## src/design/bd_pkg.sv

```systemverilog
// shared constants, types and the arctangent table for the bearing and distance block
`timescale 1ns / 1ps
`default_nettype none
package bd_pkg;

    localparam int COORD_BITS    = 16;
    localparam int CORDIC_STAGES = 16;

    localparam int HD_W      = 17;
    localparam int BEARING_W = 16;
    localparam int DIST_W    = 17;

    // coordinate difference, cordic datapath with 16 fraction bits and growth margin
    localparam int D_W       = COORD_BITS + 1;
    localparam int XY_FRAC_W = 16;
    localparam int XY_W      = D_W + XY_FRAC_W + 3;

    // fine angle in 2^-15 degree
    localparam int ANG_W   = 26;
    localparam int V_W     = 27;
    localparam int A_W     = 24;
    localparam int SHIFT_W = 5;
    localparam int OUT_SH  = 8;

    localparam int FINE_PER_DEG = 32768;
    localparam int FULL_FINE    = 360 * FINE_PER_DEG;
    localparam int QUARTER_FINE = (180 / 2) * FINE_PER_DEG;
    localparam int OUT_FULL     = 360 * (FINE_PER_DEG / (1 << OUT_SH));

    localparam logic signed [V_W-1:0] FULL_V = V_W'(FULL_FINE);

    localparam int          GAIN_W   = 24;
    localparam logic [GAIN_W-1:0] GAIN_Q24 = GAIN_W'(10188014);
    localparam int          ROUND_SH = 24;

    localparam int MHI_W = XY_W - XY_FRAC_W + GAIN_W;
    localparam int MLO_W = XY_FRAC_W + GAIN_W;
    localparam int T_W   = (MHI_W + 1 > ROUND_SH + DIST_W) ? MHI_W + 1 : ROUND_SH + DIST_W;

    typedef struct packed {
        logic signed [XY_W-1:0]  x;
        logic signed [XY_W-1:0]  y;
        logic signed [ANG_W-1:0] z;
        logic signed [HD_W-1:0]  hd;
        logic                    zero;
    } t_cordic;

    // atan(2^-s) in fine angle units, rounded
    function automatic logic signed [ANG_W-1:0] atan_fine(input logic [SHIFT_W-1:0] s);
        case (s)
            0:       return ANG_W'(1474560);
            1:       return ANG_W'(870484);
            2:       return ANG_W'(459940);
            3:       return ANG_W'(233473);
            4:       return ANG_W'(117189);
            5:       return ANG_W'(58652);
            6:       return ANG_W'(29333);
            7:       return ANG_W'(14667);
            8:       return ANG_W'(7334);
            9:       return ANG_W'(3667);
            10:      return ANG_W'(1833);
            11:      return ANG_W'(917);
            12:      return ANG_W'(458);
            13:      return ANG_W'(229);
            14:      return ANG_W'(115);
            15:      return ANG_W'(57);
            16:      return ANG_W'(29);
            17:      return ANG_W'(14);
            18:      return ANG_W'(7);
            19:      return ANG_W'(4);
            20:      return ANG_W'(2);
            21:      return ANG_W'(1);
            default: return '0;
        endcase
    endfunction

endpackage
`default_nettype wire

```

## src/design/bd_post.sv

```systemverilog
// gain correction, heading subtraction, angle wrap and output register
`timescale 1ns / 1ps
`default_nettype none
module bd_post (
    input  logic                          i_clk,
    input  logic                          i_rst_n,
    input  logic                          i_valid,
    output logic                          o_ready,
    input  bd_pkg::t_cordic               i_data,
    output logic                          o_valid,
    input  logic                          i_ready,
    output logic [bd_pkg::BEARING_W-1:0]  o_bearing,
    output logic [bd_pkg::DIST_W-1:0]     o_distance
);
    localparam int HEXT_W = bd_pkg::V_W - bd_pkg::HD_W - bd_pkg::OUT_SH;
    localparam int ZEXT_W = bd_pkg::V_W - bd_pkg::ANG_W;
    localparam int B_W    = bd_pkg::A_W + 1 - bd_pkg::OUT_SH;

    logic r_v1, r_v2, r_v3, r_v4;
    logic rdy1, rdy2, rdy3, rdy4;

    logic [bd_pkg::XY_W-1:0]         ux;
    logic signed [bd_pkg::ANG_W-1:0] ze;
    logic signed [bd_pkg::V_W-1:0]   hfine;
    logic [bd_pkg::MHI_W-1:0]        n1_mhi, r1_mhi;
    logic [bd_pkg::MLO_W-1:0]        n1_mlo, r1_mlo;
    logic signed [bd_pkg::V_W-1:0]   n1_v, r1_v;

    logic [bd_pkg::T_W-1:0]          n2_t, r2_t;
    logic signed [bd_pkg::V_W-1:0]   n2_v, r2_v;

    logic [bd_pkg::T_W-1:0]          rsum;
    logic signed [bd_pkg::V_W-1:0]   v3;
    logic [bd_pkg::DIST_W-1:0]       n3_dist, r3_dist;
    logic [bd_pkg::A_W-1:0]          n3_a, r3_a;

    logic [bd_pkg::A_W:0]            bsum;
    logic [B_W-1:0]                  b;
    logic [bd_pkg::BEARING_W-1:0]    n4_bearing, r4_bearing;
    logic [bd_pkg::DIST_W-1:0]       r4_dist;

    // ready chain, each register moves when empty or when its successor moves
    assign rdy4    = !r_v4 || i_ready;
    assign rdy3    = !r_v3 || rdy4;
    assign rdy2    = !r_v2 || rdy3;
    assign rdy1    = !r_v1 || rdy2;
    assign o_ready = rdy1;

    // stage 1: split gain multiply, heading subtraction
    always_comb begin
        ux     = (i_data.x[bd_pkg::XY_W-1] || i_data.zero) ? '0 : i_data.x;
        n1_mhi = bd_pkg::MHI_W'(ux[bd_pkg::XY_W-1:bd_pkg::XY_FRAC_W])
                 * bd_pkg::MHI_W'(bd_pkg::GAIN_Q24);
        n1_mlo = bd_pkg::MLO_W'(ux[bd_pkg::XY_FRAC_W-1:0]) * bd_pkg::MLO_W'(bd_pkg::GAIN_Q24);
        ze     = i_data.zero ? '0 : i_data.z;
        hfine  = {{HEXT_W{i_data.hd[bd_pkg::HD_W-1]}}, i_data.hd, {bd_pkg::OUT_SH{1'b0}}};
        n1_v   = {{ZEXT_W{ze[bd_pkg::ANG_W-1]}}, ze} - hfine;
    end

    // stage 2: sum partial products, first wrap step
    always_comb begin
        n2_t = bd_pkg::T_W'(r1_mhi) + bd_pkg::T_W'(r1_mlo[bd_pkg::MLO_W-1:bd_pkg::XY_FRAC_W]);
        n2_v = r1_v[bd_pkg::V_W-1] ? r1_v + bd_pkg::FULL_V : r1_v;
    end

    // stage 3: round distance, second wrap step lands in one full turn
    always_comb begin
        rsum    = r2_t + bd_pkg::T_W'(1 << (bd_pkg::ROUND_SH - 1));
        n3_dist = rsum[bd_pkg::ROUND_SH +: bd_pkg::DIST_W];
        if (r2_v[bd_pkg::V_W-1]) begin
            v3 = r2_v + bd_pkg::FULL_V;
        end else if (r2_v >= bd_pkg::FULL_V) begin
            v3 = r2_v - bd_pkg::FULL_V;
        end else begin
            v3 = r2_v;
        end
        n3_a = v3[bd_pkg::A_W-1:0];
    end

    // stage 4: round to output units, full turn rounds back to zero
    always_comb begin
        bsum = {1'b0, r3_a} + (bd_pkg::A_W + 1)'(1 << (bd_pkg::OUT_SH - 1));
        b    = bsum[bd_pkg::A_W:bd_pkg::OUT_SH];
        if (b >= B_W'(bd_pkg::OUT_FULL)) begin
            n4_bearing = bd_pkg::BEARING_W'(b - B_W'(bd_pkg::OUT_FULL));
        end else begin
            n4_bearing = bd_pkg::BEARING_W'(b);
        end
    end

    always_ff @(posedge i_clk) begin
        if (!i_rst_n) begin
            r_v1 <= 1'b0;
            r_v2 <= 1'b0;
            r_v3 <= 1'b0;
            r_v4 <= 1'b0;
        end else begin
            if (rdy1) begin
                r_v1 <= i_valid;
            end
            if (rdy2) begin
                r_v2 <= r_v1;
            end
            if (rdy3) begin
                r_v3 <= r_v2;
            end
            if (rdy4) begin
                r_v4 <= r_v3;
            end
        end
    end

    always_ff @(posedge i_clk) begin
        if (rdy1 && i_valid) begin
            r1_mhi <= n1_mhi;
            r1_mlo <= n1_mlo;
            r1_v   <= n1_v;
        end
        if (rdy2 && r_v1) begin
            r2_t <= n2_t;
            r2_v <= n2_v;
        end
        if (rdy3 && r_v2) begin
            r3_dist <= n3_dist;
            r3_a    <= n3_a;
        end
        if (rdy4 && r_v3) begin
            r4_bearing <= n4_bearing;
            r4_dist    <= r3_dist;
        end
    end

    assign o_valid    = r_v4;
    assign o_bearing  = r4_bearing;
    assign o_distance = r4_dist;
endmodule
`default_nettype wire

```

## config.mk

```make
export PLATFORM = sky130hd
export DESIGN_NAME = bd_post
export DESIGN_NICKNAME = d
export VERILOG_FILES = /design/src/design/bd_pkg.sv /design/src/design/bd_post.sv
export SDC_FILE = /design/constraint.sdc
export NUM_CORES = 1
export LEC_CHECK = 0
export BUFFER_PORTS_ARGS = -buffer_cell sky130_fd_sc_hd__buf_4
export CORE_AREA = 4 4 278 389
export DETAILED_ROUTE_END_ITERATION = 10
export DIE_AREA = 0 0 282 393
export PLACE_DENSITY = 0.48
export SLEW_MARGIN = 20
export SYNTH_ARGS = -nofsm -noshare
export SYNTH_HDL_FRONTEND = slang
export SYNTH_SLANG_ARGS = --single-unit
```

## constraint.sdc

```tcl
create_clock -name i_clk -period 15.8 [get_ports i_clk]
set_input_delay 1.58 -clock i_clk [delete_from_list [all_inputs] [get_ports i_clk]]
set_output_delay 1.58 -clock i_clk [all_outputs]
set_load 0.02 [all_outputs]
```

==> flow_summary.ini <==
[run_status]
status = finished clean

[logic_synthesis]
ys_top_cells_by_area = fa_1 27%, edfxtp_1 24%, ha_1 19%
synth-edff-count = 202
ys_types = 81
synth_top_cell_area_share = 0.267
async_flop_share = 0
synth.cell_area_sq_mm = 0.0250
synth.largest_area_cell = fa_1
ys_ff_latch = 206
avgSynthCellArea_sq_um = 10.7
syn_inst = 2335
ys_warn_count = 0
yosysSeqAreaShare = 0.246
synth_common_cells = 571 x inv_1, 370 x ha_1, 333 x fa_1
synth_most_common_cell = inv_1
synth_ff_type = edfxtp_1

[grt]
grt_max_degree = 65
antenna_found_initial = 0
gr-total-overflow = 0
grt_pass1_vias = 17500
grt_usage = 0.113
grt_first_pass_wirelength_microns = 96600

[cts]
post_cts_buffers = 0
ctsResizeCount = 0
cts_buffers = 24
cts-root-buf = clkbuf_16
cts_hold_buf = 0
htree_levels = 1
cts_tree = yes
ctsLongestPathBuffers = 3
path_clk_slew_ns = 0.06
cts.sinks = 206
clk_latency_ns = 0.54

[sta]
finalWorstSetupSlack_ns = 6.70
slew_headroom = 0.353
setup_violations = 0
min_period_over_period = 0.576
skew_ns = 0.0310
final_hold_viol_count = 0
fmax_mhz = 110
maxSlewViolCount = 0
whs_ns = 0.417
tightest_slew_ns = 0.969
finalSetupTns_ns = 0
final.min_clock_period_ns = 9.10
rsz0062_at_grt = no

[setup_path]
ff2ff_path_depth = 11
cp.required_ns = 16.05
worstSetupEndpointType = flip-flop
path_class = input pin to flip-flop
start_kind = input pin
cp_max_fo = 52
cp.arrival_ns = 9.35

[power_and_ir_drop]
ir_drop_v = 0.0000932
power.density_mw_per_mm2 = 115
total_power_mw = 3.24
leakagePower_nw = 13.8

[route]
antenna_left = 0
drt-initial-drc-count = 567
wire_per_inst_microns = 15.9
drt-pass1-iter-count = 4
vias_per_cell = 4.15
wirelength_microns = 61000
vias = 15900
drc_errors = 0

[die]
initial_core_util = 0.238
core_sq_mm = 0.105
die_y_microns = 393
die_area_sq_mm = 0.111
num_rows = 141
die_width_microns = 282
pin_count = 155

[run]
drv_cap = 0

[layout]
finalNetCount = 3283
multi_input_area_sq_mm = 0.0166
utilization = 0.270
fillCellCount = 11000
drive_gt1_frac = 0.0783
syn_to_final_growth_pct = 13.5
seq_area_sq_mm = 0.00615
n_antenna_cell = 0

[min_path]
hold_path.class = flip-flop to flip-flop
whs_path_depth = 0

[placement]
io_buffers = 118
gp_congestion = 0.887
dp_hpwl_microns = 54400
post-place-ws_ns = 6.16
power breakdown:
group          internal [mW]  switching (mW)
registers              0.782          0.0506
clock network          0.338           0.222
logic                  0.787            1.06
state kept, by name, summed over array words and instances, names as in the netlist, 16 cells and up:
register    count
o_bearing      16
o_distance     17
r1_mhi         40
r1_mlo         23
r1_v           27
r2_t           18
r2_v           27
r3_a           17
r3_dist        17
cells by family (layout without fill, tap and decap cells):
kind of cell               count (synthesis)  count (layout)  share of synthesized area
AOI/OAI and AO/OA                        281             281                     0.0731
xor gates and xnor gates                 153             153                     0.0537
adders and majority gates                704             704                      0.453
buffers and inverters                    598             737                     0.0906
DFF                                      206             206                      0.246
muxes                                      3               3                    0.00125
other                                      1               5                   0.000150
and+or+nand+nor                          389             389                     0.0821
critical path, cell delays in order:
cell and delay (ns):
buf_4 0.26, nor2_4 0.13, buf_4 0.46, and2_1 0.32, ha_1 0.30, inv_1 0.13, xnor2_1 0.19, inv_1 0.10
fa_1 0.46, fa_1 0.52, fa_1 0.56, inv_1 0.06, fa_1 0.39, fa_1 0.55, inv_1 0.06, fa_1 0.47
inv_1 0.04, ha_1 0.39, a21oi_1 0.15, o21ai_0 0.13, a22oi_1 0.22, o311ai_0 0.32, o41ai_1 0.66, o21ai_0 0.30
a21oi_1 0.28, o21ai_0 0.13, xor2_1 0.15
area by class of cell:
class / count / area share
flip-flops and latches: 206 / 0.217
multi-input cells: 1535 / 0.587
clock buffers: 28 / 0.0225
repair buffers: 122 / 0.0323
clock inverters: 16 / 0.00596
well taps: 1358 / 0.0600
inverters: 571 / 0.0757
layout by cell type (no fill, tap or decap), drive strengths merged, types with 5 or more instances in the layout:
master | netlist | layout
inv | 571 | 572
ha | 370 | 370
fa | 333 | 333
edfxtp | 202 | 202
buf | 4 | 122
xnor2 | 107 | 107
nand2 | 90 | 90
a21oi | 89 | 89
nor2 | 65 | 65
o21ai | 50 | 50
xor2 | 46 | 46
nor2b | 41 | 41
nand3 | 39 | 39
a21o | 38 | 38
and2 | 31 | 31
nand4 | 29 | 29
clkbuf | 23 | 28
nor3 | 21 | 21
nand2b | 15 | 15
a31oi | 15 | 15
or2 | 14 | 14
and3 | 14 | 14
a211oi | 11 | 11
o21a | 11 | 11
clkinv | 0 | 10
o211ai | 9 | 9
and4 | 9 | 9
o21bai | 6 | 6
nor4 | 6 | 6
a21boi | 6 | 6
o31ai | 5 | 5
or3 | 5 | 5
conb | 1 | 5
routing by layer:
| metal | GRT usage | wire length, microns | up-vias |
|---|---|---|---|
| met5 | 0 | 0 | - |
| met4 | 0.0447 | 2660 | 0 |
| met3 | 0.00960 | 1790 | 95 |
| met2 | 0.220 | 33000 | 240 |
| met1 | 0.124 | 23600 | 7726 |
| li1 | - | - | 7862 |
path summary, 6_finish.rpt:
check,startpoint,end,slack [ns]
max,i_data[0],r1_mhi[34],6.70
min,r3_dist[13],o_distance[13],0.42
max reg2reg,r3_a[13],o_bearing[13],12.19
min reg2reg,r3_dist[13],o_distance[13],0.42
per-stage QoR:
step | std cells | area [sq um]
detailed placement | 3792 | 27500
global route | 3836 | 28300
floorplan | 2339 | 25000
CTS | 3836 | 28300
global placement | 3792 | 27500
finish | 3836 | 28300
Note: power is estimated with default switching activity, not from simulation.
