===== src/design/bd_pkg.sv =====
// shared constants, types and the arctangent table for the bearing and distance block
`timescale 1ns / 1ps
`default_nettype none
package bd_pkg;

    localparam int COORD_BITS    = 16;
    localparam int CORDIC_STAGES = 16;

    localparam int HD_W      = 17;
    localparam int BEARING_W = 16;
    localparam int DIST_W    = 17;

    // coordinate difference, cordic datapath with 16 fraction bits and growth margin
    localparam int D_W       = COORD_BITS + 1;
    localparam int XY_FRAC_W = 16;
    localparam int XY_W      = D_W + XY_FRAC_W + 3;

    // fine angle in 2^-15 degree
    localparam int ANG_W   = 26;
    localparam int V_W     = 27;
    localparam int A_W     = 24;
    localparam int SHIFT_W = 5;
    localparam int OUT_SH  = 8;

    localparam int FINE_PER_DEG = 32768;
    localparam int FULL_FINE    = 360 * FINE_PER_DEG;
    localparam int QUARTER_FINE = (180 / 2) * FINE_PER_DEG;
    localparam int OUT_FULL     = 360 * (FINE_PER_DEG / (1 << OUT_SH));

    localparam logic signed [V_W-1:0] FULL_V = V_W'(FULL_FINE);

    localparam int          GAIN_W   = 24;
    localparam logic [GAIN_W-1:0] GAIN_Q24 = GAIN_W'(10188014);
    localparam int          ROUND_SH = 24;

    localparam int MHI_W = XY_W - XY_FRAC_W + GAIN_W;
    localparam int MLO_W = XY_FRAC_W + GAIN_W;
    localparam int T_W   = (MHI_W + 1 > ROUND_SH + DIST_W) ? MHI_W + 1 : ROUND_SH + DIST_W;

    typedef struct packed {
        logic signed [XY_W-1:0]  x;
        logic signed [XY_W-1:0]  y;
        logic signed [ANG_W-1:0] z;
        logic signed [HD_W-1:0]  hd;
        logic                    zero;
    } t_cordic;

    // atan(2^-s) in fine angle units, rounded
    function automatic logic signed [ANG_W-1:0] atan_fine(input logic [SHIFT_W-1:0] s);
        case (s)
            0:       return ANG_W'(1474560);
            1:       return ANG_W'(870484);
            2:       return ANG_W'(459940);
            3:       return ANG_W'(233473);
            4:       return ANG_W'(117189);
            5:       return ANG_W'(58652);
            6:       return ANG_W'(29333);
            7:       return ANG_W'(14667);
            8:       return ANG_W'(7334);
            9:       return ANG_W'(3667);
            10:      return ANG_W'(1833);
            11:      return ANG_W'(917);
            12:      return ANG_W'(458);
            13:      return ANG_W'(229);
            14:      return ANG_W'(115);
            15:      return ANG_W'(57);
            16:      return ANG_W'(29);
            17:      return ANG_W'(14);
            18:      return ANG_W'(7);
            19:      return ANG_W'(4);
            20:      return ANG_W'(2);
            21:      return ANG_W'(1);
            default: return '0;
        endcase
    endfunction

endpackage
`default_nettype wire


===== src/design/bd_pre.sv =====
// input stage: coordinate differences and quarter-turn prerotation
`timescale 1ns / 1ps
`default_nettype none
module bd_pre (
    input  logic                                i_clk,
    input  logic                                i_rst_n,
    input  logic                                i_valid,
    output logic                                o_ready,
    input  logic signed [bd_pkg::COORD_BITS-1:0] i_from_x,
    input  logic signed [bd_pkg::COORD_BITS-1:0] i_from_y,
    input  logic signed [bd_pkg::HD_W-1:0]       i_robot_heading,
    input  logic signed [bd_pkg::COORD_BITS-1:0] i_to_x,
    input  logic signed [bd_pkg::COORD_BITS-1:0] i_to_y,
    output logic                                o_valid,
    input  logic                                i_ready,
    output bd_pkg::t_cordic                     o_data
);
    localparam int EXT_W = bd_pkg::XY_W - bd_pkg::D_W - bd_pkg::XY_FRAC_W;

    logic signed [bd_pkg::D_W-1:0]   dx;
    logic signed [bd_pkg::D_W-1:0]   dy;
    logic signed [bd_pkg::XY_W-1:0]  x0;
    logic signed [bd_pkg::XY_W-1:0]  y0;
    bd_pkg::t_cordic                 n_data;
    bd_pkg::t_cordic                 r_data;
    logic                            r_valid;

    always_comb begin
        dx = {i_to_x[bd_pkg::COORD_BITS-1], i_to_x} - {i_from_x[bd_pkg::COORD_BITS-1], i_from_x};
        dy = {i_to_y[bd_pkg::COORD_BITS-1], i_to_y} - {i_from_y[bd_pkg::COORD_BITS-1], i_from_y};
        // cordic works on the vector (dy, dx)
        x0 = {{EXT_W{dy[bd_pkg::D_W-1]}}, dy, {bd_pkg::XY_FRAC_W{1'b0}}};
        y0 = {{EXT_W{dx[bd_pkg::D_W-1]}}, dx, {bd_pkg::XY_FRAC_W{1'b0}}};
        n_data.hd   = i_robot_heading;
        n_data.zero = (dx == '0) && (dy == '0);
        n_data.x    = x0;
        n_data.y    = y0;
        n_data.z    = '0;
        // left half plane: turn a quarter into the right half plane
        if (x0[bd_pkg::XY_W-1]) begin
            if (!y0[bd_pkg::XY_W-1]) begin
                n_data.x = y0;
                n_data.y = -x0;
                n_data.z = bd_pkg::ANG_W'(bd_pkg::QUARTER_FINE);
            end else begin
                n_data.x = -y0;
                n_data.y = x0;
                n_data.z = -bd_pkg::ANG_W'(bd_pkg::QUARTER_FINE);
            end
        end
    end

    assign o_ready = !r_valid || i_ready;

    always_ff @(posedge i_clk) begin
        if (!i_rst_n) begin
            r_valid <= 1'b0;
        end else if (o_ready) begin
            r_valid <= i_valid;
        end
    end

    always_ff @(posedge i_clk) begin
        if (o_ready && i_valid) begin
            r_data <= n_data;
        end
    end

    assign o_valid = r_valid;
    assign o_data  = r_data;
endmodule
`default_nettype wire


===== config.mk =====
export PLATFORM = sky130hd
export DESIGN_NAME = bd_pre
export DESIGN_NICKNAME = d
export VERILOG_FILES = /design/src/design/bd_pkg.sv /design/src/design/bd_pre.sv
export SDC_FILE = /design/constraint.sdc
export NUM_CORES = 1
export LEC_CHECK = 0
export CAP_MARGIN = 20
export CELL_PAD_IN_SITES_DETAIL_PLACEMENT = 1
export CELL_PAD_IN_SITES_GLOBAL_PLACEMENT = 1
export CORE_MARGIN = 2
export CORE_UTILIZATION = 48
export DETAILED_ROUTE_END_ITERATION = 16
export DONT_BUFFER_PORTS = 1
export PLACE_DENSITY = 0.83
export RECOVER_POWER = 100
export SETUP_SLACK_MARGIN = 0.4
export SYNTH_ARGS = -nofsm -noshare
export SYNTH_HDL_FRONTEND = slang
export SYNTH_SLANG_ARGS = --single-unit

===== constraint.sdc =====
create_clock -name i_clk -period 4.4 [get_ports i_clk]
set_input_delay 0.88 -clock i_clk [delete_from_list [all_inputs] [get_ports i_clk]]
set_output_delay 0.88 -clock i_clk [all_outputs]
set_load 0.005 [all_outputs]

==> reports/qor.txt, run 1 <==
Initial drt markers: 145
Reg2Reg Depth: 3
Pin count of the biggest net entering global routing: 37
CP dominant cell by count: inv_1
Synth warnings: 0
Violated checks: capacitance limit, slew limit
Ant. Diodes: 0
Yosys top cell area share: 34.77%
Slack of the critical path: 0.5385 ns
CP bufs+invs: 3
Post-CTS Setup Inserts: 0
FF+latch count, synth: 62
GRT Residual Overflow: 0
First-pass GRT wire length: 19920 microns
End of the worst hold path: o_valid
DRC: 0
Crit. Startpoint: i_to_x[0]
Antenna violations before repair: 0
Port Buffers: 0
Via Count: 4046
DIE HEIGHT: 108.8 microns
Final ANT Viol Nets: 0
Unrepaired setup endpoints after global routing: no
Gr usage total: 21.72%
Clock transition at path regs: 0.06 ns
Clock Latency Late Sink: 0.35 ns
Drt wl/cell: 18.46 microns
Leakage: 2.290 nW
Final Setup Violations: 0
Layout Cells excl Fill: 717
CTS Buffer Depth: 2
Cell count along the critical path: 14
Minimum clock period: 3.862 ns
Most frequent cell after synthesis: edfxtp_1
Routability Congestion: 0.8641
Slowest cell on crit path: a2111oi_0
Fmax: 259.0 MHz
Reg2Reg Setup Slack: 1.32 ns
WHS Path Cells: 2
Pre-CTS WS: 0.3071 ns
Peak VDD IR: 0.1716 mV
# placed instances: 701
Post-detail-place hpwl: 10610 microns
Total CTS buffers: 9
Clk root buf: clkbuf_8
Cell Chain, Critical Path: inv_1 -> ha_1 -> inv_1 -> fa_1 -> a211oi_1 -> nor3_1 -> mux2i_1 -> a2111oi_0 -> clkbuf_1 -> nand4_1 -> nor2_1 -> a31oi_1 -> xnor2_1 -> o21ai_0
Synthesis-to-finish area growth: 2.660%
Synth Cell Area: 5269 sq um
Mapped Cells: 573
DRT Pass-1 Iters: 4
Delay of the slowest critical-path stage: 0.55 ns
Initial core utilization: 48.82%
Measured slew at the worst slew-check pin: 1.706 ns
Maxcap violations: 1
Outcome: finished with violations
Crit path launch type: input port
Nets: 695
HP Class: reg2reg
Number of I/O pins: 203
WP data arrival: 4.00 ns
Register Area: 1852 sq um
Worst Hold Launch: o_valid
Final Hold Viols: 0
Number of flops mapped to enable cells by yosys: 61
CP required: 4.54 ns
Area contributors post-synth: edfxtp_1, ha_1, buf_4
Vias per Instance: 5.643
Multi-input combinational cell area: 2929 sq um
Placeable Area: 10790 sq um
Worst r2r src: o_valid
Pins over their slew limit: 27
Vias in the first global route: 4011
CP delay by family, top: compound AO/OA/AOI/OAI gates
Top FF cell, synth: edfxtp_1
CP max FO: 4
Async S/R FF share, synth: 0%
Slew headroom: -13.83%
Critical Path End Type: register
Final wirelength: 13240 microns
CTS tree: yes
Chip width: 108.8 microns
Distinct cells, synth: 69
Setup TNS: 0 ns
Cell Pwr Density: 372.4 nW/um^2
# fillers: 1256
Final period util: 87.76%
CP Class: in2reg
Final clock skew: 0.01230 ns
Biggest area consumer among synthesized cells: edfxtp_1
Reg2reg end: o_data[111]
CTS sink cnt: 62
Post-Syn Area per Cell: 9.195 sq um
FP Rows: 38
Synth top cells by count: edfxtp_1, buf_4, nor2_1, inv_1, a21oi_1
Die ar.: 11830 sq um
H-tree depth: 3
Share of layout cells above drive strength 1: 6.586%
Register area share after synthesis: 35.15%
## per-layer routing
layer	vias up	GRT usage, %	share of wire [%]
li1	1929	-	-
met1	1925	23.55	39
met2	162	40.36	52
met3	30	4.722	5.8
met4	0	9.524	3.2
met5	-	0	0
## how the worst max path moves through the flow
stage / slack (ns) / endpoint
after global placement: 0.45 / o_data[76]
after CTS: 0.65 / o_data[76]
after floorplan: 0.51 / o_data[76]
after detailed placement: 0.31 / o_data[76]
after global routing: 0.21 / o_data[112]
final: 0.54 / o_data[111]
## worst reg2reg max path: stages (launching register included)
cell,delay (ns)
dfxtp_1,0.34
nand2b_1,0.14
and2_0,1.30
clkbuf_2,0.93
## cells by family (layout without fill, tap and decap cells)
| group | after synthesis | in the layout | synth area share, % |
|---|---|---|---|
| adder cells (fa/ha/maj) | 38 | 38 | 9.309 |
| multiplexers | 17 | 17 | 3.420 |
| XOR/XNOR | 48 | 48 | 8.122 |
| AND/OR/NAND/NOR | 153 | 153 | 14.13 |
| other | 1 | 51 | 0.07117 |
| buffers and inverters | 119 | 73 | 12.63 |
| flip-flops | 62 | 62 | 35.15 |
| AO/OA/AOI/OAI | 135 | 135 | 17.17 |
## placed cells by master (no fill, tap or decap), types with 6 or more instances in the layout
cell / count
a21o_1: 10
o21ai_0: 32
nor3_1: 9
clkbuf_8: 12
conb_1: 51
xnor2_1: 27
xor2_1: 20
inv_1: 46
edfxtp_1: 61
ha_1: 36
mux2i_1: 12
nand2b_1: 12
a31oi_1: 6
nand2_1: 34
buf_4: 7
nand3_1: 12
a21oi_1: 43
nor2_1: 55
## registers in the layout, indices dropped and copies added, names as in the netlist
register,cells
o_data,61
o_valid,1
## area by class of cell
class	instances	share of cell area, %
clock inverter	3	0.7865
timing repair buffer	11	1.272
sequential	62	34.24
inverter	46	3.192
multi-input combinational	442	54.15
clock buffer	13	3.123
tap	140	3.238
## per-stage QoR
| step | instance area (sq um) | util (%) | power, W | hold slack [ns] |
|---|---|---|---|---|
| after global routing | 5409 | 50.12 | 0.002132 | 0.6120 |
| after floorplan | 5456 | - | 0.001354 | 0.5366 |
| after detailed placement | 5231 | 48.47 | 0.001501 | 0.6293 |
| after global placement | 5231 | 48.47 | 0.001472 | 0.5712 |
| final | 5409 | 50.12 | 0.002015 | 0.6292 |
| after CTS | 5443 | 50.43 | 0.002037 | 0.6154 |
## report_power, final
part | switching (W) | internal (W)
sequential | 0.0000517 | 0.000755
clock | 0.000223 | 0.000307
combinational | 0.000416 | 0.000262
## what timing repair did
action / CTS / global route
hold buffers: 0 / 0
setup endpoints to repair: 0 / 1
gates resized for setup: 0 / 1
(Power assumes the default switching activity.)
==> inputs of run 2 (changes only) <==
- CELL_PAD_IN_SITES_DETAIL_PLACEMENT: 1 -> default
- CELL_PAD_IN_SITES_GLOBAL_PLACEMENT: 1 -> default
- CORE_UTILIZATION: 48 -> 55
- PLACE_DENSITY: 0.83 -> 0.71
==> reports/qor.txt, run 2 (synthesis results as in run 1) <==
Outcome: finished with violations (unchanged)
Violated checks: capacitance limit, slew limit (unchanged)
DIE HEIGHT: 101.9 microns (was 108.8 microns)
Final Util: 57.75% (was 50.12%)
CP dominant cell by count: xor2_1 (was inv_1)
WP data arrival: 3.95 ns (was 4.00 ns)
Delay of the slowest critical-path stage: 0.52 ns (was 0.55 ns)
Gr busiest metal: met2 (unchanged)
Final wirelength: 10900 microns (was 13240 microns)
CTS sink cnt: 62 (unchanged)
Post-CTS Resized: 0 (unchanged)
CTS tree: yes (unchanged)
DRC: 0 (unchanged)
Initial drt markers: 193 (was 145)
Share of layout cells above drive strength 1: 6.250% (was 6.586%)
Met1 usage: 26.05% (was 23.55%)
Post-CTS Setup Inserts: 0 (unchanged)
Clk root buf: clkbuf_8 (unchanged)
Final Setup Violations: 0 (unchanged)
Critical Path End Type: register (unchanged)
Vias in the first global route: 3644 (was 4011)
Cell Pwr Density: 358.4 nW/um^2 (was 372.4 nW/um^2)
Final period util: 87.73% (was 87.76%)
Fmax: 259.0 MHz (about the same)
Setup TNS: 0 ns (unchanged)
Unrepaired setup endpoints after global routing: no (unchanged)
Clock Latency Late Sink: 0.33 ns (was 0.35 ns)
Via Count: 3972 (was 4046)
Pins over their slew limit: 30 (was 27)
Met3 usage: 6.498% (was 4.722%)
H-tree depth: 3 (unchanged)
Vias per Instance: 5.634 (was 5.643)
FP Rows: 35 (was 38)
Antenna violations before repair: 0 (unchanged)
CP max FO: 4 (unchanged)
Number of I/O pins: 203 (unchanged)
Hold_buf cts: 0 (unchanged)
Overall power: 0.001921 W (was 0.002015 W)
DP Area: 5218 sq um (was 5231 sq um)
Slack of the critical path: 0.5397 ns (was 0.5385 ns)
Peak VDD IR: 0.2537 mV (was 0.1716 mV)
Slowest cell on crit path: nor4_1 (was a2111oi_0)
Gr usage total: 20.76% (was 21.72%)
Clock transition at path regs: 0.07 ns (was 0.06 ns)
Drt wl/cell: 15.46 microns (was 18.46 microns)
First-pass GRT wire length: 17170 microns (was 19920 microns)
Total CTS buffers: 9 (unchanged)
Final Hold Viols: 0 (unchanged)
Port Buffers: 0 (unchanged)
Met2 GRT Util: 33.40% (was 40.36%)
Ant. Diodes: 0 (unchanged)
Commonest non-fill, non-tap cell in the layout: edfxtp_1 (unchanged)
Nets: 695 (unchanged)
CTS Buffer Depth: 2 (unchanged)
Chip width: 101.9 microns (was 108.8 microns)
HP Class: reg2reg (unchanged)
Final Cell Area: 5361 sq um (was 5409 sq um)
Synthesis-to-finish area growth: 1.757% (was 2.660%)
Final ANT Viol Nets: 0 (unchanged)
Crit path launch type: input port (unchanged)
Die ar.: 10380 sq um (was 11830 sq um)
Leakage: 2.271 nW (was 2.290 nW)
Final clock skew: 0.006727 ns (was 0.01230 ns)
Commonest non-fill, non-tap cells in the layout: edfxtp_1, nor2_1, conb_1 (unchanged)
GRT Residual Overflow: 0 (unchanged)
DRT Pass-1 Iters: 4 (unchanged)
Minimum clock period: 3.860 ns (was 3.862 ns)
Cell Chain, Critical Path: inv_1 -> ha_1 -> fa_1 -> nor2b_1 -> o2111ai_1 -> and3_1 -> xor2_1 -> clkbuf_1 -> nand3_1 -> nor4_1 -> a41oi_1 -> xor2_1 -> mux2_2 (was inv_1 -> ha_1 -> inv_1 -> fa_1 -> a211oi_1 -> nor3_1 -> mux2i_1 -> a2111oi_0 -> clkbuf_1 -> nand4_1 -> nor2_1 -> a31oi_1 -> xnor2_1 -> o21ai_0)
Measured slew at the worst slew-check pin: 2.017 ns (was 1.706 ns)
Max FFs per register: 61 (unchanged)
CP required: 4.49 ns (was 4.54 ns)
Routability Congestion: 0.8773 (was 0.8641)
Initial core utilization: 56.75% (was 48.82%)
Maxcap violations: 1 (unchanged)
Post-detail-place hpwl: 8416 microns (was 10610 microns)
Slew headroom: -34.56% (was -13.83%)
Pin count of the biggest net entering global routing: 34 (was 37)
Placeable Area: 9284 sq um (was 10790 sq um)
# fillers: 844 (was 1256)
CP Class: in2reg (unchanged)
Pre-CTS WS: 0.3563 ns (was 0.3071 ns)
==> run 2: final cells by class <==
class	instances	area [sq um]	area share, %
repair buffers	11	72.57	1.354
well taps	129	161.4	3.011
clock inverters	5	51.30	0.9568
clock buffers	10	127.6	2.380
inverters	46	172.7	3.221
multi-input cells	442	2924	54.54
flip-flops and latches	62	1852	34.54
==> run 2: power breakdown <==
| group | internal, W | switching, W | total [W] |
|---|---|---|---|
| combinational | 0.000261 | 0.000392 | 0.000653 |
| sequential | 0.000754 | 0.0000433 | 0.000798 |
| clock | 0.000255 | 0.000216 | 0.000471 |
==> run 2: critical path: cells and delay by family <==
family                     cells  cell delay (ns)
muxes                          1             0.27
buffers and inverters          2             0.23
adders and majority gates      2             0.61
AOI/OAI and AO/OA              2             0.43
and+or+nand+nor                4             1.16
xor gates and xnor gates       2             0.37
==> run 2: final timing paths <==
kind	startpoint	end	slack [ns]	cells after the start
setup reg to reg	o_valid	o_data[70]	1.22	3
setup / recovery	i_to_y[0]	o_data[75]	0.54	13
hold / removal	o_valid	o_valid	0.59	2
hold reg to reg	o_valid	o_valid	0.59	2
==> run 2: stage by stage <==
| step | hold slack (ns) | cells |
|---|---|---|
| after floorplan | 0.5366 | 623 |
| after global placement | 0.5645 | 690 |
| after detailed placement | 0.5886 | 690 |
| after CTS | 0.5949 | 705 |
| after global routing | 0.6179 | 705 |
| final | 0.5854 | 705 |
==> run 2: layer usage <==
layer	wire (microns)	vias up	part of all wire [%]
met5	0	-	0
met3	813	23	7.5
met4	259	0	2.4
met1	4655	1860	43
li1	-	1928	-
met2	5168	161	47
==> inputs of run 3 (changes only) <==
- BUFFER_PORTS_ARGS: default -> -buffer_cell sky130_fd_sc_hd__buf_2
- CORE_MARGIN: 2 -> default
- CORE_UTILIZATION: 55 -> 50
- DONT_BUFFER_PORTS: 1 -> default
- PLACE_DENSITY: 0.71 -> default
- PLACE_DENSITY_LB_ADDON: default -> 0.05
==> reports/qor.txt, run 3 (synthesis results as in run 1) <==
Outcome: finished with violations (unchanged)
Violated checks: capacitance limit, slew limit (unchanged)
Commonest non-fill, non-tap cells in the layout: buf_2, edfxtp_1, nor2_1 (was edfxtp_1, nor2_1, conb_1)
Cell Pwr Density: 340.9 nW/um^2 (was 358.4 nW/um^2)
Worst r2r src: o_valid (unchanged)
# fillers: 969 (was 844)
Final ANT Viol Nets: 0 (unchanged)
Reg2Reg Setup Slack: 1.33 ns (was 1.22 ns)
P_int: 0.001398 W (was 0.001270 W)
Nets: 851 (was 695)
Minimum clock period: 3.956 ns (was 3.860 ns)
Multi-input combinational cell area: 2924 sq um (unchanged)
Pin count of the biggest net entering global routing: 33 (was 34)
Commonest non-fill, non-tap cell in the layout: buf_2 (was edfxtp_1)
Switching Fraction: 33.43% (was 33.92%)
DRT Pass-1 Iters: 5 (was 4)
Post-CTS Resized: 0 (unchanged)
Chip width: 104.7 microns (was 101.9 microns)
Setup TNS: 0 ns (unchanged)
Final period util: 89.92% (was 87.73%)
CP Class: in2reg (unchanged)
Die ar.: 10950 sq um (was 10380 sq um)
WHS Path Cells: 2 (unchanged)
Maxcap violations: 1 (unchanged)
Measured slew at the worst slew-check pin: 1.940 ns (was 2.017 ns)
Critical Path End Type: register (unchanged)
HP Class: reg2reg (unchanged)
Pins over their slew limit: 31 (was 30)
Final clock skew: 0.005558 ns (was 0.006727 ns)
Synthesis-to-finish area growth: 16.93% (was 1.757%)
Initial core utilization: 51.27% (was 56.75%)
Via Count: 4414 (was 3972)
Placeable Area: 10280 sq um (was 9284 sq um)
# placed instances: 853 (was 690)
Reg2reg end: o_data[34] (was o_data[70])
Crit. Startpoint: i_from_y[0] (was i_to_y[0])
DRC: 0 (unchanged)
CP max FO: 4 (unchanged)
Final wirelength: 11700 microns (was 10900 microns)
Ant. Diodes: 0 (unchanged)
Sw power: 0.0007019 W (was 0.0006518 W)
Layout Cells excl Fill: 869 (was 705)
Post-detail-place hpwl: 9075 microns (was 8416 microns)
Peak VDD IR: 0.1859 mV (was 0.2537 mV)
Vias in the first global route: 3926 (was 3644)
Power share of the clock group: 26.5% (was 24.5%)
Final Setup Violations: 0 (unchanged)
First-pass GRT wire length: 18550 microns (was 17170 microns)
H-tree depth: 3 (unchanged)
Gr usage total: 21.10% (was 20.76%)
Routability Congestion: 0.8218 (was 0.8773)
Clock Latency Late Sink: 0.34 ns (was 0.33 ns)
Reg2Reg Depth: 3 (unchanged)
FP Rows: 37 (was 35)
Slew headroom: -29.41% (was -34.56%)
Fmax: 252.8 MHz (was 259.0 MHz)
Unrepaired setup endpoints after global routing: no (unchanged)
CTS tree: yes (unchanged)
Clk root buf: clkbuf_8 (unchanged)
Total CTS buffers: 9 (unchanged)
Leakage: 2.846 nW (was 2.271 nW)
Final Cell Area: 6161 sq um (was 5361 sq um)
Worst Hold Launch: o_valid (unchanged)
DIE HEIGHT: 104.7 microns (was 101.9 microns)
Final Hold Viols: 0 (unchanged)
Hold_buf cts: 0 (unchanged)
Overall power: 0.002100 W (was 0.001921 W)
CTS sink cnt: 62 (unchanged)
Register Area: 1852 sq um (unchanged)
Number of I/O pins: 203 (unchanged)
Vias per Instance: 5.079 (was 5.634)
Clock transition at path regs: 0.07 ns (about the same)
Initial drt markers: 177 (was 193)
Gate power share: 36.7% (was 34.0%)
WP data arrival: 4.05 ns (was 3.95 ns)
CP required: 4.50 ns (was 4.49 ns)
Crit path launch type: input port (unchanged)
CTS Buffer Depth: 2 (unchanged)
Drt wl/cell: 13.46 microns (was 15.46 microns)
Port Buffers: 154 (was 0)
End of the worst hold path: o_valid (unchanged)
Post-CTS Setup Inserts: 0 (unchanged)
Max FFs per register: 61 (unchanged)
GRT Residual Overflow: 0 (unchanged)
Antenna violations before repair: 0 (unchanged)
Share of layout cells above drive strength 1: 23.47% (was 6.250%)
DP Area: 6012 sq um (was 5218 sq um)
Reg power frac: 36.9% (was 41.5%)
run 3: cell count changes in the layout (fill, tap and decap cells not counted), sizes merged:
cell	change
buf	+136
clkbuf	+20
inv	+1
bufinv	+1
clkinv	-1
run 3: final cells by class:
cell class              count  share of cell area [%]
well taps                 136                   2.762
inverters                  46                   2.803
flip-flops and latches     62                   30.06
multi-input cells         442                   47.46
repair buffers            167                   13.48
clock inverters             6                   1.361
clock buffers              10                   2.071
run 3: worst max-delay path by stage:
stage / endpoint
after global placement: o_data[76]
final: o_data[75]
after CTS: o_data[76]
after floorplan: o_data[76]
after global routing: o_data[112]
after detailed placement: o_data[76]
run 3: routing by layer:
layer  GRT usage [%]  vias up  part of all wire [%]
li1                -     2241                     -
met1           27.32     2021                    44
met2           36.42      148                    50
met3           2.994        4                   5.5
met4           6.439        0                  0.55
met5               0        -                     0
run 3: per-stage QoR:
step,hold WS [ns],setup WS [ns],utilization (%)
6_report,0.5406,0.4436,59.95
5_1_grt,0.5864,0.2238,59.95
4_1_cts,0.5377,0.6284,60.56
3_5_place_dp,0.5252,0.2721,58.50
3_3_place_gp,0.4981,0.3634,58.50
2_1_floorplan,0.5366,0.5091,-
run 3: power by group through the flow:
stage                     combinational (W)  clock (W)  sequential (W)
after CTS                          0.000791   0.000569        0.000774
after global routing               0.000858   0.000588        0.000781
final                              0.000770   0.000555        0.000774
after floorplan                    0.000562          0        0.000792
after detailed placement           0.000786          0        0.000786
after global placement             0.000774          0        0.000786
run 3: critical path: stages:
cell       delay, ns
buf_2           0.10
ha_1            0.22
fa_1            0.41
nor2b_1         0.28
o2111ai_1       0.22
and3_1          0.25
xor2_1          0.19
clkbuf_1        0.22
nand3_1         0.13
nor4_1          0.50
a41oi_1         0.20
xor2_1          0.18
mux2_2          0.27
